**config.mk**
```make
export PLATFORM = sky130hd
export DESIGN_NAME = kvt_mod_unit
export DESIGN_NICKNAME = d
export VERILOG_FILES = /design/src/rtl/kvt_pkg.sv /design/src/rtl/kvt_mod_unit.sv
export SDC_FILE = /design/constraint.sdc
export NUM_CORES = 1
export LEC_CHECK = 0
export BUFFER_PORTS_ARGS = -buffer_cell sky130_fd_sc_hd__buf_2
export CAP_MARGIN = 20
export CORE_ASPECT_RATIO = 1.4
export CORE_UTILIZATION = 30
export CTS_BUF_LIST = sky130_fd_sc_hd__clkbuf_4
export DETAILED_ROUTE_END_ITERATION = 10
export SLEW_MARGIN = 20
export SYNTH_ARGS = -nofsm -noshare
export SYNTH_HDL_FRONTEND = slang
export SYNTH_SLANG_ARGS = --single-unit
export TNS_END_PERCENT = 20
```
**constraint.sdc**
```tcl
create_clock -name clk -period 6.3 [get_ports clk]
set_clock_uncertainty 0.1 [all_clocks]
set_input_delay 0.945 -clock clk [delete_from_list [all_inputs] [get_ports clk]]
set_output_delay 0.945 -clock clk [all_outputs]
set_load 0.05 [all_outputs]
```
**src/rtl/kvt_pkg.sv**
```systemverilog
// kvt_pkg: shared widths, codes and types of the direct-mapped key/value table
// no dependencies; imported by every other file of the block
`default_nettype none

package kvt_pkg;

    localparam int KEY_W       = 31;
    localparam int VAL_W       = 32;
    localparam int STATUS_W    = 2;
    localparam int SLOT_IDX_W  = 8;
    localparam int LEN_W       = 5;
    localparam int SIZE_W      = 9;

    localparam logic [SIZE_W-1:0] SIZE_RESET = 9'd256;

    localparam int DEF_SLOTS           = 256;
    localparam int DEF_VALUES_PER_SLOT = 16;

    typedef enum logic [STATUS_W-1:0] {
        STATUS_NEW     = 2'd0,
        STATUS_APPEND  = 2'd1,
        STATUS_COLLIDE = 2'd2,
        STATUS_FULL    = 2'd3
    } kvt_status_t;

    typedef enum logic [1:0] {
        ST_IDLE,
        ST_DIVIDE,
        ST_READ,
        ST_DECIDE
    } kvt_state_t;

    // control from the sequencer to the slot store
    typedef struct packed {
        logic rd;
        logic wr_slot;
        logic wr_value;
        logic set_valid;
    } kvt_store_ctl_t;

endpackage

`default_nettype wire

```
**src/rtl/kvt_mod_unit.sv**
```systemverilog
// kvt_mod_unit: bit-serial restoring remainder of the key by the table size
// depends on kvt_pkg
`default_nettype none

module kvt_mod_unit (
    input  wire logic                       clk,
    input  wire logic                       rst_n,
    input  wire logic                       start,
    input  wire logic [kvt_pkg::KEY_W-1:0]  dividend,
    input  wire logic [kvt_pkg::SIZE_W-1:0] divisor,
    output logic                            busy,
    output logic [kvt_pkg::SIZE_W-1:0]      remainder
);
    import kvt_pkg::*;

    localparam int STEP_W = $clog2(KEY_W);

    logic              busy_reg;
    logic              busy_next;
    logic [STEP_W-1:0] step_reg;
    logic [STEP_W-1:0] step_next;
    logic [KEY_W-1:0]  key_reg;
    logic [KEY_W-1:0]  key_next;
    logic [SIZE_W-1:0] div_reg;
    logic [SIZE_W-1:0] div_next;
    logic [SIZE_W-1:0] rem_reg;
    logic [SIZE_W-1:0] rem_next;
    logic [SIZE_W:0]   trial;
    logic              last_step;

    assign trial     = {rem_reg, key_reg[KEY_W-1]};
    assign last_step = (step_reg == STEP_W'(KEY_W - 1));

    always_comb
    begin
        busy_next = busy_reg;
        step_next = step_reg;
        key_next  = key_reg;
        div_next  = div_reg;
        rem_next  = rem_reg;
        if (start)
        begin
            busy_next = 1'b1;
            step_next = '0;
            key_next  = dividend;
            div_next  = divisor;
            rem_next  = '0;
        end
        else if (busy_reg)
        begin
            // partial remainder stays below the divisor, so one subtract suffices
            if (trial >= {1'b0, div_reg})
                rem_next = SIZE_W'(trial - {1'b0, div_reg});
            else
                rem_next = trial[SIZE_W-1:0];
            key_next  = {key_reg[KEY_W-2:0], 1'b0};
            step_next = step_reg + STEP_W'(1);
            if (last_step)
                busy_next = 1'b0;
        end
    end

    always_ff @(posedge clk or negedge rst_n)
    begin
        if (!rst_n)
        begin
            busy_reg <= 1'b0;
            step_reg <= '0;
        end
        else
        begin
            busy_reg <= busy_next;
            step_reg <= step_next;
        end
    end

    always_ff @(posedge clk)
    begin
        key_reg <= key_next;
        div_reg <= div_next;
        rem_reg <= rem_next;
    end

    assign busy      = busy_reg;
    assign remainder = rem_reg;

`ifndef ASSERT_OFF
    a_div_nonzero: assert property (@(posedge clk) disable iff (!rst_n)
        busy_reg |-> (div_reg != '0))
        else $error("divisor is zero while dividing");

    a_rem_below_div: assert property (@(posedge clk) disable iff (!rst_n)
        $fell(busy_reg) |-> (rem_reg < div_reg))
        else $error("remainder not below divisor at end of division");
`endif

endmodule

`default_nettype wire

```
* Word level (Yosys, flattened, before mapping)
Cells that the tools add are included.
** Word-level totals
- Output and inout bits :: 10
- Bits in registers :: 55
** Operators by class
- Reductions and logical operators :: 1
- $add $sub $neg :: 2
- Mux-type cells :: 8
- Equal/unequal tests :: 1
- $lt $le $gt $ge :: 1
** Operators with widths (count)
- 2-to-1 mux 31 bit :: 2
- greater-or-equal comparator 10 x 9 -> 1 bit :: 1
- 2-to-1 mux 5 bit :: 2
- 2-to-1 mux 9 bit :: 1
- subtractor 9 bit :: 1
- adder 5 x 1 -> 5 bit (second input constant) :: 1
- equality test 5 bit (second input constant) :: 1
- 2-to-1 mux 1 bit :: 3
- nonzero test 2 bit :: 1

* Longest topological paths before layout
Gate-level depths: netlist of run 1.
- Word-level depth :: 4
- Mapped depth :: 11
- Mapped depth without buffers :: 10

* Least setup slack after synthesis of run 1
OpenSTA, ideal clock, no wires.
- Path type :: reg2reg
- Start :: register rem_reg[6] (netlist: remainder[6])
- End :: register rem_reg[0] (netlist: remainder[0])
- Arrival time :: 2.264 ns
- Setup time :: 0.079 ns
- Stages on the path, launching flop included :: 9
- Slack :: 3.857 ns
- Required time :: 6.121 ns
- Cells stage by stage :: dfxtp_1 ha_1 buf_6 a2111oi_4 o21a_1 a21oi_1 buf_6 mux2_4 a211oi_2
** Between the ends
- Longest elaborated chain between the ends :: 2
** RTL lines
- start, declared :: line kvt_mod_unit.sv:26 : logic [SIZE_W-1:0] rem_reg;
- start signal, assigned :: line kvt_mod_unit.sv:81 : rem_reg <= rem_next;
- greater-or-equal comparator 10 x 9 -> 1 bit :: line kvt_mod_unit.sv:52 : if (trial >= {1'b0, div_reg})
- 2-to-1 mux 9 bit :: line kvt_mod_unit.sv:52
No other way between the ends.
A chain may end at the register's enable or synchronous reset.

* Final worst setup path of run 1
- Start :: register div_reg[0]
- End :: register rem_reg[0] (netlist: remainder[0])
** Between the ends
- Longest elaborated chain between the ends :: 2
** RTL lines
- start, declared :: line kvt_mod_unit.sv:24 : logic [SIZE_W-1:0] div_reg;
- start signal, assigned :: line kvt_mod_unit.sv:80 : div_reg <= div_next;
- subtractor 9 bit or greater-or-equal comparator 10 x 9 -> 1 bit (tied branches) :: line kvt_mod_unit.sv:53, kvt_mod_unit.sv:52
- 2-to-1 mux 9 bit (*) :: line kvt_mod_unit.sv:52
Every way passes the cells marked *; elsewhere a longest branch is shown, timed or not.

==> results of run 1 <==
==> power groups by stage <==
stage | registers (mW) | clock network [mW] | logic, mW
5_1_grt | 0.444 | 0.165 | 0.171
3_3_place_gp | 0.448 | 0 | 0.154
2_1_floorplan | 0.462 | 0 | 0.102
4_1_cts | 0.440 | 0.154 | 0.156
3_5_place_dp | 0.448 | 0 | 0.155
6_report | 0.439 | 0.146 | 0.155
==> path summary, 6_finish.rpt <==
path	from	end	slack, ns
min in group clk	remainder[4]$_SDFFE_PP0P_	remainder[4]$_SDFFE_PP0P_	0.43
worst min register to register	remainder[4]$_SDFFE_PP0P_	remainder[4]$_SDFFE_PP0P_	0.43
worst max register to register	div_reg[0]$_DFFE_PP_	remainder[0]$_SDFFE_PP0P_	3.48
max in group asynchronous	rst_n	step_reg[2]$_DFFE_PN0P_	5.67
worst max-delay path	div_reg[0]$_DFFE_PP_	remainder[0]$_SDFFE_PP0P_	3.48
worst min-delay path	rst_n	step_reg[1]$_DFFE_PN0P_	0.28
==> per-layer routing <==
| layer | vias to the layer above | GRT usage | wire, um |
|---|---|---|---|
| li1 | 856 | - | - |
| met1 | 795 | 0.124 | 2030 |
| met2 | 37 | 0.193 | 2410 |
| met3 | 6 | 0.0271 | 201 |
| met4 | 0 | 0.0491 | 87 |
| met5 | - | 0 | 0 |
==> area by class of cell <==
type                            count  area [um2]
Fill cell                         866        5540
Sequential cell                    55        1530
Multi-Input combinational cell    129        1070
Timing Repair Buffer               54         283
Tap cell                          105         131
Inverter                           14        52.6
Clock buffer                        6        45.0
Clock inverter                      2        7.51
==> kinds of logic (layout without fill, tap and decap cells) <==
family,after synthesis,after routing,synth area share
buffers and inverters,23,76,0.0379
multiplexers,40,40,0.164
XOR/XNOR,10,10,0.0324
AND/OR/NAND/NOR,39,39,0.0638
flip-flops,55,55,0.566
AO/OA/AOI/OAI,28,28,0.0777
adder cells (fa/ha/maj),12,12,0.0583
==> through the flow <==
stage / instances / hold WS (ns) / power [mW] / setup WS (ns)
finish: 365 / 0.276 / 0.739 / 3.48
global route: 365 / 0.254 / 0.779 / 3.21
CTS: 365 / 0.260 / 0.750 / 3.43
detailed placement: 357 / 0.421 / 0.603 / 3.33
global placement: 356 / 0.419 / 0.602 / 3.15
floorplan: 207 / 0.405 / 0.564 / 3.86
==> Yosys cell counts (2+ instances only) <==
cell	n
nor3_1	2
a21o_1	2
dfxtp_1	9
a211oi_2	2
edfxtp_1	40
xor2_1	6
clkbuf_1	6
nor2_1	18
o21a_1	2
xnor2_1	4
inv_1	14
nand2_1	9
o21ai_0	7
nand4_1	6
buf_6	2
a211oi_1	3
dfrtp_1	6
mux2i_1	9
ha_1	11
a21oi_1	5
mux2_2	30
==> impl_metrics.csv, run 1 <==
group,metric,value,unit
final_layout,final_area,3120,um2
route,viasPerCell,4.64,
pwr,ir_worst_vdd,0.147,mV
setup_path,path_depth,9,
sta,finalSetupViolCount,0,
sta,finalMaxSlewViolations,0,
clock_tree,post_cts_buffers,0,
clock_tree,clock_latency,0.36,ns
clock_tree,path_clk_slew,0.14,ns
floorplanning,io_pins,53,
setup_path,cp_data_arrival_time,3.01,ns
pwr,switching_share,0.269,
setup_path,max_stage_delay,0.85,ns
setup_path,path_delay_family,"compound AO/OA/AOI/OAI gates",
placed_design,dpl-instance-area,3070,um2
synth,yosys_warnings,0,
pwr,internal_power,541,uW
final_layout,final_cell_mix,"buf_2, edfxtp_1, mux2_2",
sta,min_period,2.82,ns
setup_path,path_max_fanout,9,
route,drcViolationCount,0,
placed_design,dpl.hpwl,3560,um
synth,synth_area_leaders,"edfxtp_1, mux2_2, dfxtp_1",
sta,fin_setup_tns,0,ns
floorplanning,coreArea,8660,um2
final_layout,area_growth,15.4,%
clock_tree,cts_root_buffer,"clkbuf_4",
setup_path,path_common_cell,"a211oi_2",
pwr,p_switching,199,uW
synth,synth_fp_nets,262,
synth,ys_seq_area_frac,0.566,
clock_tree,ctsResizeCount,0,
route,wl_per_cell,13.0,um
pwr,seq_power_share,0.593,
clock_tree,cts_max_level,2,
final_layout,fin_nets,314,
route,drt_iter0_drc,55,
floorplanning,fp.dieH,114,um
sta,max_freq,0.355,GHz
final_layout,drive_gt1_frac,0.362,
synth,synth_cell_type_count,35,
sta,relSlewSlack,0.287,
floorplanning,die_x,82.3,um
global_route,grt_pass1_vias,1751,
synth,synth_seq_cells,55,
route,drtAntennaViolNets,0,
final_layout,largest_register_ffs,31,
setup_path,ff2ff_path_depth,9,
route,wl,4730,um
synth,synth_area,2710,um2
final_layout,finish.utilization,0.361,
clock_tree,cts_made_buffers,5,
status,status,"completed",
route,firstDrtPassIters,4,
final_layout,diodes,0,
synth,synth_edf_count,40,
pwr,pwr-share-clk,0.198,
synth,synthArstFlopShare,0.109,
global_route,grt_remaining_overflow,0,
setup_path,critPathBufInv,1,
setup_path,path_cells,"ha_1 > inv_1 > fa_1 > a211oi_2 > o21bai_1 > o21ai_1 > a21oi_1 > mux2_4 > a211oi_2",
route,vias,1694,
sta,final-hold-violation-count,0,
hold_path,hold_path.class,"in2async",
sta,rsz0062_at_grt,"no",
placed_design,gp_congestion,0.752,
global_route,antenna_found_initial,0,
final_layout,final_common_cell,"buf_2",
global_route,grt_max_degree,53,
setup_path,cp_slowest_cell,"a21oi_1",
setup_path,worstSetupPathType,"reg2reg",
synth,synth_top_area_frac,0.444,
synth,yosys_most_used_dff,"edfxtp_1",
placed_design,portBuffers,52,
sta,worst_slew_pin_slew,1.07,ns
global_route,grt_pass1_wl,7890,um
setup_path,critPathCaptureType,"flip-flop",
sta,fin_crit_sh,0.447,
global_route,grt_use_total,0.111,
clock_tree,clock_path_buffers,2,
synth,avgSynthCellArea,13.1,um2
run,cap_viol_max_count,0,
floorplanning,rows,40,
clock_tree,cts_tree,"yes",
synth,synth_cells,207,
pwr,powerDensity,237,nW/um2
synth,synth_top_area_cell,"edfxtp_1",
pwr,leakage,1.29,nW
setup_path,startpoint_type,"flip-flop",
floorplanning,start_util,0.312,
setup_path,crit_required,6.49,ns
pwr,p_comb_frac,0.209,
clock_tree,hold_buffers,0,
clock_tree,cts.sinks,55,
floorplanning,die_area,9410,um2
(Power assumes the default switching activity.)
==> run 2, diff against run 1 <==
==> constraint.sdc (replaced) <==
create_clock -name clk -period 2.9 [get_ports clk]
set_clock_uncertainty 0.1 [all_clocks]
set_input_delay 0.435 -clock clk [delete_from_list [all_inputs] [get_ports clk]]
set_output_delay 0.435 -clock clk [all_outputs]
set_load 0.05 [all_outputs]
==> impl_metrics.csv, run 2 (synthesis gave the netlist of run 1 again) <==
group,metric,value,unit
pwr,switching_share,0.268,
sta,fin_setup_tns,0,ns
route,vias,1744,
placed_design,dp_cells,359,
floorplanning,fp.dieH,114,um
final_layout,final_cell_mix,"buf_2, edfxtp_1, mux2_2",
floorplanning,io_pins,53,
sta,relSlewSlack,0.605,
route,drcViolationCount,0,
pwr,powerDensity,542,nW/um2
final_layout,largest_register_ffs,31,
clock_tree,post_cts_buffers,0,
sta,rsz0062_at_grt,"no",
placed_design,dpl.hpwl,3620,um
placed_design,portBuffers,52,
floorplanning,die_area,9410,um2
clock_tree,clock_path_buffers,2,
floorplanning,coreArea,8660,um2
placed_design,dpl-instance-area,3080,um2
final_layout,diodes,0,
pwr,p_comb_frac,0.200,
setup_path,path_cells,"inv_1 > ha_1 > inv_1 > fa_1 > a211oi_2 > nor3_1 > a2111oi_0 > xnor2_1 > mux2i_1 > a211oi_1",
route,drtAntennaViolNets,0,
setup_path,crit_required,3.12,ns
clock_tree,cts.sinks,55,
pwr,pwr-share-clk,0.244,
global_route,antenna_found_initial,0,
pwr,ir_worst_vdd,0.372,mV
setup_path,path_delay_family,"compound AO/OA/AOI/OAI gates",
final_layout,fin_nets,317,
setup_path,critPathCaptureType,"flip-flop",
sta,max_freq,0.378,GHz
global_route,grt_pass1_wl,8240,um
final_layout,final_common_cell,"buf_2",
clock_tree,cts_tree,"yes",
final_layout,area_growth,16.9,%
sta,worst_slew_pin_slew,0.578,ns
global_route,grt_pass1_vias,1802,
final_layout,finalNonFillerCells,368,
setup_path,ff2ff_path_depth,10,
route,drt_iter0_drc,49,
setup_path,critPathBufInv,2,
sta,final-hold-violation-count,0,
setup_path,cp_data_arrival_time,2.87,ns
clock_tree,cts_max_level,2,
final_layout,final_area,3160,um2
pwr,p_switching,460,uW
clock_tree,clock_latency,0.39,ns
route,wl_per_cell,13.5,um
floorplanning,start_util,0.312,
clock_tree,cts_made_buffers,5,
sta,fin_crit_sh,0.913,
setup_path,path_max_fanout,3,
sta,finalSetupViolCount,0,
setup_path,path_depth,10,
setup_path,path_common_cell,"inv_1",
placed_design,gp_congestion,0.896,
route,firstDrtPassIters,6,
final_layout,drive_gt1_frac,0.369,
setup_path,startpoint_type,"flip-flop",
pwr,internal_power,1.26,mW
sta,finalMaxSlewViolations,0,
status,status,"completed",
clock_tree,cts_root_buffer,"clkbuf_4",
run,cap_viol_max_count,0,
clock_tree,path_clk_slew,0.16,ns
global_route,grt_max_degree,52,
global_route,grt_remaining_overflow,0,
route,viasPerCell,4.74,
global_route,grt_use_total,0.118,
setup_path,max_stage_delay,0.53,ns
route,wl,4980,um
pwr,seq_power_share,0.556,
setup_path,worstSetupPathType,"reg2reg",
sta,min_period,2.65,ns
setup_path,cp_slowest_cell,"a2111oi_0",
floorplanning,die_x,82.3,um
hold_path,min_path_cells,1,
floorplanning,rows,40,
pwr,leakage,1.31,nW
hold_path,hold_path.class,"in2reg",
-- run 2: changes by cell type in the layout (fill, tap and decap cells not counted) --
cell,before,now
clkinv_2,0,1
buf_4,1,4
clkbuf_4,6,5
buf_8,1,0
bufinv_16,0,1
clkinv_1,2,1
dlygate4sd3_1,0,1
-- run 2: metrics by stage --
stage          setup WS (ns)  total power, mW  hold WS (ns)   util
2_1_floorplan          0.457             1.23        0.0394      -
3_3_place_gp           0.411             1.31         0.168  0.355
3_5_place_dp           0.258             1.32         0.170  0.355
4_1_cts                0.220             1.74        0.0821  0.365
5_1_grt               0.0874             1.80        0.0652  0.365
6_report               0.253             1.72         0.108  0.365
-- run 2: area by class of cell --
class	instances	area [um2]
well taps	105	131
fillers	858	5500
inverters	14	52.6
clock buffers	5	37.5
multi-input cells	129	1070
flip-flops and latches	55	1530
repair buffers	57	300
clock inverters	3	38.8
-- run 2: path summary, 6_finish.rpt --
check                                          start                   endpoint  slack, ns
max                            key_reg[30]$_DFFE_PP_  remainder[8]$_SDFFE_PP0P_       0.25
min                                       divisor[6]       div_reg[6]$_DFFE_PP_       0.11
max reg2reg                    key_reg[30]$_DFFE_PP_  remainder[8]$_SDFFE_PP0P_       0.25
min reg2reg                remainder[5]$_SDFFE_PP0P_  remainder[5]$_SDFFE_PP0P_       0.42
max in group asynchronous                      rst_n    step_reg[3]$_DFFE_PN0P_       2.28
min in group asynchronous                      rst_n    step_reg[0]$_DFFE_PN0P_       0.28
-- run 2: power by group through the flow --
stage	logic (mW)	registers [mW]	clock network, mW
3_5_place_dp	0.344	0.973	0
4_1_cts	0.346	0.956	0.437
3_3_place_gp	0.339	0.972	0
6_report	0.343	0.954	0.419
5_1_grt	0.377	0.963	0.462
2_1_floorplan	0.222	1.00	0
-- run 2: what timing repair did --
item / CTS / global route
hold buffers: 1 / 0
gates resized for setup: 0 / 0
hold endpoints to repair: 6 / 0
-- run 2: metal layers --
layer	global-route usage	share of wire	vias up
met3	0.0367	0.053	9
li1	-	-	858
met5	0	0	-
met2	0.202	0.51	47
met1	0.128	0.40	830
met4	0.0585	0.028	0
==> run 3, diff against run 2 <==
--- a/config.mk
+++ b/config.mk
@@ -11,6 +11,7 @@
 export CORE_UTILIZATION = 30
 export CTS_BUF_LIST = sky130_fd_sc_hd__clkbuf_4
 export DETAILED_ROUTE_END_ITERATION = 10
+export PLACE_DENSITY_LB_ADDON = 0.2
 export SLEW_MARGIN = 20
 export SYNTH_ARGS = -nofsm -noshare
 export SYNTH_HDL_FRONTEND = slang
==> impl_metrics.csv, run 3 (synthesis gave the netlist of run 1 again) <==
group,metric,value,unit
status,status,"completed",
route,wl_per_cell,13.6,um
placed_design,dpl.hpwl,3610,um
clock_tree,path_clk_slew,0.15,ns
sta,max_freq,0.391,GHz
global_route,grt_remaining_overflow,0,
floorplanning,fp.dieH,114,um
sta,finalSetupViolCount,0,
final_layout,final_cell_mix,"buf_2, edfxtp_1, mux2_2",
sta,worst_slew_pin_slew,0.480,ns
floorplanning,rows,40,
global_route,grt_pass1_vias,1738,
clock_tree,cts_tree,"yes",
final_layout,area_growth,16.3,%
route,drtAntennaViolNets,0,
setup_path,worstSetupPathType,"reg2reg",
floorplanning,start_util,0.312,
setup_path,cp_data_arrival_time,2.77,ns
setup_path,path_delay_family,"compound AO/OA/AOI/OAI gates",
sta,finalMaxSlewViolations,0,
setup_path,cp_slowest_cell,"fa_1",
global_route,grt_max_degree,32,
placed_design,dpl-instance-area,3080,um2
final_layout,drive_gt1_frac,0.367,
route,wl,5030,um
setup_path,crit_required,3.11,ns
clock_tree,clock_path_buffers,2,
clock_tree,cts_root_buffer,"clkbuf_4",
floorplanning,die_area,9410,um2
global_route,antenna_found_initial,0,
setup_path,path_cells,"inv_1 > ha_1 > inv_1 > fa_1 > a211oi_2 > o21bai_1 > o21ai_1 > a21oi_1 > buf_4 > mux2i_1 > a211oi_1",
placed_design,portBuffers,52,
clock_tree,post_cts_buffers,0,
sta,final-hold-violation-count,0,
final_layout,fin_nets,318,
hold_path,hold_path.class,"in2reg",
setup_path,critPathCaptureType,"flip-flop",
route,vias,1718,
sta,min_period,2.56,ns
route,viasPerCell,4.66,
route,drcViolationCount,0,
sta,fin_crit_sh,0.883,
run,cap_viol_max_count,0,
sta,relSlewSlack,0.671,
floorplanning,die_x,82.3,um
final_layout,diodes,0,
setup_path,path_common_cell,"inv_1",
placed_design,gp_congestion,0.773,
global_route,grt_use_total,0.121,
sta,fin_setup_tns,0,ns
clock_tree,cts.sinks,55,
setup_path,max_stage_delay,0.41,ns
route,drt_iter0_drc,84,
clock_tree,cts_max_level,2,
setup_path,path_max_fanout,6,
final_layout,final_common_cell,"buf_2",
final_layout,largest_register_ffs,31,
floorplanning,io_pins,53,
pwr,ir_worst_vdd,0.273,mV
pwr,powerDensity,518,nW/um2
clock_tree,clock_latency,0.38,ns
floorplanning,coreArea,8660,um2
sta,rsz0062_at_grt,"no",
setup_path,critPathBufInv,3,
setup_path,startpoint_type,"flip-flop",
clock_tree,cts_made_buffers,5,
final_layout,final_area,3150,um2
pwr,leakage,1.31,nW
route,firstDrtPassIters,4,
global_route,grt_pass1_wl,8350,um
-- run 3: what timing repair did --
item	CTS	global route
hold buffers	1	0
hold endpoints to repair	6	0
gates resized for setup	0	0
-- run 3: per-stage QoR --
step / instances / hold slack [ns] / utilization / power (mW) / worst slack [ns]
5_1_grt: 369 / 0.0656 / 0.363 / 1.73 / 0.129
3_3_place_gp: 360 / 0.170 / 0.356 / 1.31 / 0.397
3_5_place_dp: 360 / 0.171 / 0.356 / 1.31 / 0.371
4_1_cts: 369 / 0.0888 / 0.363 / 1.66 / 0.334
6_report: 369 / 0.116 / 0.363 / 1.63 / 0.340
2_1_floorplan: 207 / 0.0394 / - / 1.23 / 0.457
-- run 3: per-layer routing --
layer / track usage / vias to the layer above / wire, um
met3: 0.0470 / 8 / 363
met5: 0 / - / 0
met2: 0.188 / 64 / 2390
met4: 0.0550 / 0 / 110
li1: - / 859 / -
met1: 0.144 / 787 / 2160
-- run 3: layout make-up --
class,instances,area (um2)
fillers,884,5510
clock inverters,2,7.51
well taps,105,131
repair buffers,58,308
inverters,14,52.6
multi-input cells,129,1070
clock buffers,6,45.0
flip-flops and latches,55,1530
-- run 3: final timing paths --
kind                                      startpoint                        end  slack, ns  cells after the start
setup / recovery               key_reg[30]$_DFFE_PP_  remainder[6]$_SDFFE_PP0P_       0.34                     11
hold / removal                            divisor[6]       div_reg[6]$_DFFE_PP_       0.12                      1
setup reg to reg               key_reg[30]$_DFFE_PP_  remainder[6]$_SDFFE_PP0P_       0.34                     11
hold reg to reg            remainder[3]$_SDFFE_PP0P_  remainder[3]$_SDFFE_PP0P_       0.41                      2
max in group asynchronous                      rst_n    step_reg[3]$_DFFE_PN0P_       2.27                      2
min in group asynchronous                      rst_n    step_reg[2]$_DFFE_PN0P_       0.28                      2
-- run 3: where the power goes --
group          switching (mW)  internal, mW  total, mW
registers              0.0333         0.920      0.953
clock network           0.236         0.100      0.336
logic                   0.181         0.158      0.339
total                   0.451          1.18       1.63
